### src/tpae_sqrt_cell.sv
// ----------------------------------------------------------------------------
// Square root cell
// One restoring square root step: tries one result bit and passes the
// partial remainder, root and side payload to the next cell.
// ----------------------------------------------------------------------------
module tpae_sqrt_cell #(
  parameter int RAD_W = 8,
  parameter int ROOT_W = 4,
  parameter int STEP = 0,
  parameter int SIDE_W = 1
) (
  input  logic              clk,
  input  logic              en,
  input  logic [RAD_W-1:0]  rad_in,
  input  logic [ROOT_W-1:0] root_in,
  input  logic [SIDE_W-1:0] side_in,
  output logic [RAD_W-1:0]  rad_out,
  output logic [ROOT_W-1:0] root_out,
  output logic [SIDE_W-1:0] side_out
);
  localparam int BIT = ROOT_W - 1 - STEP;

  logic [RAD_W-1:0]  rad_r, rad_nxt;
  logic [ROOT_W-1:0] root_r, root_nxt;
  logic [SIDE_W-1:0] side_r;
  logic [RAD_W+1:0]  trial;
  logic [RAD_W+1:0]  rad_ext;

  // Remainder tracks x - root^2; trying bit b costs (2*root + 2^b) << b.
  always_comb begin
    trial   = ({2'b0, RAD_W'(root_in)} << (BIT + 1)) + ((RAD_W+2)'(1) << (2 * BIT));
    rad_ext = {2'b0, rad_in};
    if (trial <= rad_ext) begin
      rad_nxt  = RAD_W'(rad_ext - trial);
      root_nxt = root_in | (ROOT_W'(1) << BIT);
    end else begin
      rad_nxt  = rad_in;
      root_nxt = root_in;
    end
  end

  always_ff @(posedge clk) begin
    if (en) begin
      rad_r  <= rad_nxt;
      root_r <= root_nxt;
      side_r <= side_in;
    end
  end

  assign rad_out  = rad_r;
  assign root_out = root_r;
  assign side_out = side_r;
endmodule

### config.mk
export PLATFORM = sky130hd
export DESIGN_NAME = tpae_sqrt_cell
export DESIGN_NICKNAME = d
export VERILOG_FILES = /design/src/tpae_sqrt_cell.sv
export SDC_FILE = /design/constraint.sdc
export NUM_CORES = 1
export LEC_CHECK = 0
export BUFFER_PORTS_ARGS = -buffer_cell sky130_fd_sc_hd__buf_2
export CORE_AREA = 5 5 48 50
export CTS_BUF_LIST = sky130_fd_sc_hd__clkbuf_4 sky130_fd_sc_hd__clkbuf_8
export DETAILED_ROUTE_END_ITERATION = 12
export DIE_AREA = 0 0 53 55
export GPL_ROUTABILITY_DRIVEN = 1
export GPL_TIMING_DRIVEN = 1
export HOLD_SLACK_MARGIN = 0.03
export SYNTH_ARGS = -nofsm -noshare
export SYNTH_HDL_FRONTEND = slang
export SYNTH_SLANG_ARGS = --single-unit
### constraint.sdc
create_clock -name clk -period 2.1 [get_ports clk]
set_clock_uncertainty 0.05 [all_clocks]
set_input_delay 0.21 -clock clk [delete_from_list [all_inputs] [get_ports clk]]
set_output_delay 0.21 -clock clk [all_outputs]
set_load 0.01 [all_outputs]
== After elaboration in Yosys (flattened, before gate mapping) ==
Cells that the tools add are included.

* Memories: 0
* Memory bits (writable): 0
* Word-level logic and storage cells: 8
* Bits in latches: 0
* Memory bits (read-only): 0
* Input bits: 15
* Flip-flop bits (word level): 13
* Output and inout port bits: 13

* Multipliers: 0
* Equal/unequal tests: 0
* Reductions and logical operators: 0
* Shift-type cells: 0
* Multiplexer cells: 1
* Magnitude comparators: 1
* Add/sub/neg operators: 2
* Bitwise operators: 0
* Divide/modulo/power cells: 0

{| class="wikitable"
|+ Operators by type and width
! operator !! count
|-
| adder 8 x 7 -> 9 bit, second input constant || 1
|-
| <= comparator 9 x 8 -> 1 bit || 1
|-
| 2-to-1 mux 8 bit || 1
|-
| subtractor 8 bit || 1
|}

== Longest topological paths before layout ==
* Word-level depth: 3
* Depth in mapped cells: 6
* Mapped depth without buffers: 6

== Worst setup path before layout ==
Ideal clock, no wire load.

* Path type: in2reg
* From: in root_in[2]
* To: reg rad_r[5], in the netlist rad_out[5], data pin
* Data required time: 1790 ps
* Stages on the path: 4
* Path buffers: 0
* Path slack: 266 ps
* Library setup time: 260 ps
* Data arrival time: 1524 ps
* Path through: fa_1 -> nand3b_1 -> o22ai_2 -> mux2_4

* Longest elaborated chain between the ends: 3

{| class="wikitable"
|+ RTL lines
! item !! RTL line !! source
|-
| from (decl) || 15 || <nowiki>input logic [ROOT_W-1:0] root_in,</nowiki>
|-
| adder 8 x 7 -> 9 bit || 31 || <nowiki>trial = ({2'b0, RAD_W'(root_in)} << (BIT + 1)) + ((RAD_W+2)'(1) << (2 * BIT));</nowiki>
|-
| <= comparator 9 x 8 -> 1 bit || 33 || <nowiki>if (trial <= rad_ext) begin</nowiki>
|-
| 2-to-1 mux 8 bit || 33 ||
|-
| via rad_nxt[5] || 23 || <nowiki>logic [RAD_W-1:0] rad_r, rad_nxt;</nowiki>
|-
| to (signal assigned) || 44 || <nowiki>rad_r <= rad_nxt;</nowiki>
|-
| to (decl) || 23 ||
|}

The timed path passes the listed nets, and every way through them passes these cells.
A chain may end at the register's enable or synchronous reset.

== Final worst setup path ==
Ends and elaborated chain as after synthesis.

==> out/results.ini <==
[worst_setup_path]
crit_path_end_kind=register
crit_fanout=5
crit_buf_inv=1
worstSetupStartpointType=input port
critPathRequiredTime_ns=2.07
crit_chain=buf_2 > fa_1 > nand3b_1 > o22ai_2 > mux2_4
critPathSlowestCell=fa_1
critPathArrivalTime_ns=1.65
cp_top_family=adder cells
critical_path_class=input port to register
slowest_delay_ns=0.59

[power_and_ir_drop]
p_leak_nw=0.402
power_density_nw_per_um2=693
ir_worst_vdd_mv=0.223

[timing]
setup_viol=0
finalSetupTns_ns=0
worst_slack_ns=0.420
fin_crit_sh_pct=80.0
rsz0062_at_grt=false
maxSlewViolCount=0
slew_headroom_pct=80.7
hold_ws_ns=0.0641
max_freq_mhz=595
finalHoldViolCount=0
period_needed_ns=1.68
worst_pin_slew_ns=0.289

[floorplan]
die_w_um=53
core_sq_um=1860
die_h_um=55
start_util_pct=36.2
fp-row-count=16
dieArea_sq_um=2920
io_pins=28

[cells_and_area]
final_area_sq_um=880
diodes=0
area_growth_pct=30.7
drive_above_1_share_pct=47.4
fin_util_pct=47.2
nets=102

[clock_network]
clkSinkCount=13
htree_levels=1
cts_tree=yes
clockBufferDepth=2
cts_root_buf=clkbuf_4
ctsHoldBuffers=0
postCtsSetupBuffers=0
cts-resized-gates=0
cts_made_buffers=3
path_clk_slew_ns=0.08

[min_path]
holdCritPathClass=input port to register
hold_depth=1
hold_start=side_in
holdPathEnd=side_out$_DFFE_PP_

[grt]
grt-ovfl-total=0
grt_pass1_vias=478
grt_util_all_layers_pct=9.64
grt_max_degree=14
grt_pass1_wl_mm=1.96
antenna_found_initial=0

[placement]
place_area_sq_um=850
place.gp.congestion=0.796
dp_slack_ns=0.119
port_buffers=27
post-dp-hpwl_mm=1.04

[synth]
synth.distinct_cells=17
synth.avg_cell_area_sq_um=14.6
seq_area_frac_synth_pct=58.0
ys.flop_type=edfxtp_1
syn-num-nets=69
synth-seq-cells=13
syn-cell-area_sq_um=673
syn_inst=46
postSynth.asyncResetShare_pct=0
synth_edf_count=13
ys_warn_count=0

[outcome]
status=finished clean

[detailed_routing]
vias=452
first_iter_violations=14
via_per_inst=4.30
routed_wl_mm=1.25
drtAntennaViolNets=0
post_drt_wl_per_cell_um=11.9
drc=0
dr.pass1.iters=4

[job]
drv_cap=0

[synthesized netlist by cell type, types with 2 or more instances]
master / number / area share [%]
a21oi_1: 2 / 1.5
mux2i_1: 3 / 4.5
ha_1: 6 / 11
inv_1: 8 / 4.5
fa_1: 2 / 5.9
xnor2_1: 2 / 2.6
edfxtp_1: 13 / 58
[routing by layer]
layer	global-route usage (%)	part of all wire (%)
met2	15.7	49
met3	1.61	9.6
met5	0	0
met1	11.3	42
met4	7.66	0
[worst max path at each step]
stage          startpoint                    to  slack (ns)  depth (start not counted)
2_1_floorplan  root_in[2]  rad_out[5]$_DFFE_PP_        0.27                          4
3_3_place_gp   root_in[2]  rad_out[5]$_DFFE_PP_        0.15                          5
3_5_place_dp   root_in[2]  rad_out[5]$_DFFE_PP_        0.12                          5
4_1_cts        root_in[2]  rad_out[5]$_DFFE_PP_        0.41                          5
5_1_grt        root_in[2]  rad_out[5]$_DFFE_PP_        0.35                          5
6_report       root_in[2]  rad_out[5]$_DFFE_PP_        0.42                          5
[cells in the final DEF, fill, tap and decap left out, drive strengths merged]
cell,count
inv,8
nand3,1
ha,6
a31o,1
nor2,1
nand3b,1
buf,28
edfxtp,13
nor4,1
o21ai,1
mux2i,3
or2,1
nand2,1
mux2,1
xnor2,2
o22ai,1
fa,2
a21oi,2
clkbuf,4
[metrics by stage]
stage	instances	power (mW)
after floorplan	46	0.399
after global placement	101	0.458
after detailed placement	101	0.459
after CTS	105	0.617
after global routing	105	0.648
final	105	0.609
[final cells by class]
class / count / area, sq um
clock buffers: 4 / 30.0
fillers: 190 / 982
well taps: 27 / 33.8
flip-flops and latches: 13 / 390
multi-input cells: 25 / 253
inverters: 8 / 30.0
repair buffers: 28 / 143
[where the power goes]
group / leakage (nW) / total, mW / switching [mW] / internal (mW)
registers: 0.127 / 0.321 / 0.00483 / 0.316
clock network: 0.0184 / 0.159 / 0.0729 / 0.0863
logic: 0.256 / 0.130 / 0.0678 / 0.0618
[cells by family (layout without fill, tap and decap cells)]
kind of cell	count (synthesis)	after routing	share of synthesized area (%)
xor gates and xnor gates	2	2	2.60
adders and majority gates	8	8	17.1
muxes	4	4	6.69
AOI/OAI and AO/OA	5	5	5.39
DFF	13	13	58.0
and+or+nand+nor	6	6	5.76
buffers and inverters	8	40	4.46
[registers in the layout, indices dropped and copies added (netlist names)]
register,cells
rad_out,8
root_out,4
side_out,1
No activity file was read; power rests on OpenSTA's default activity.
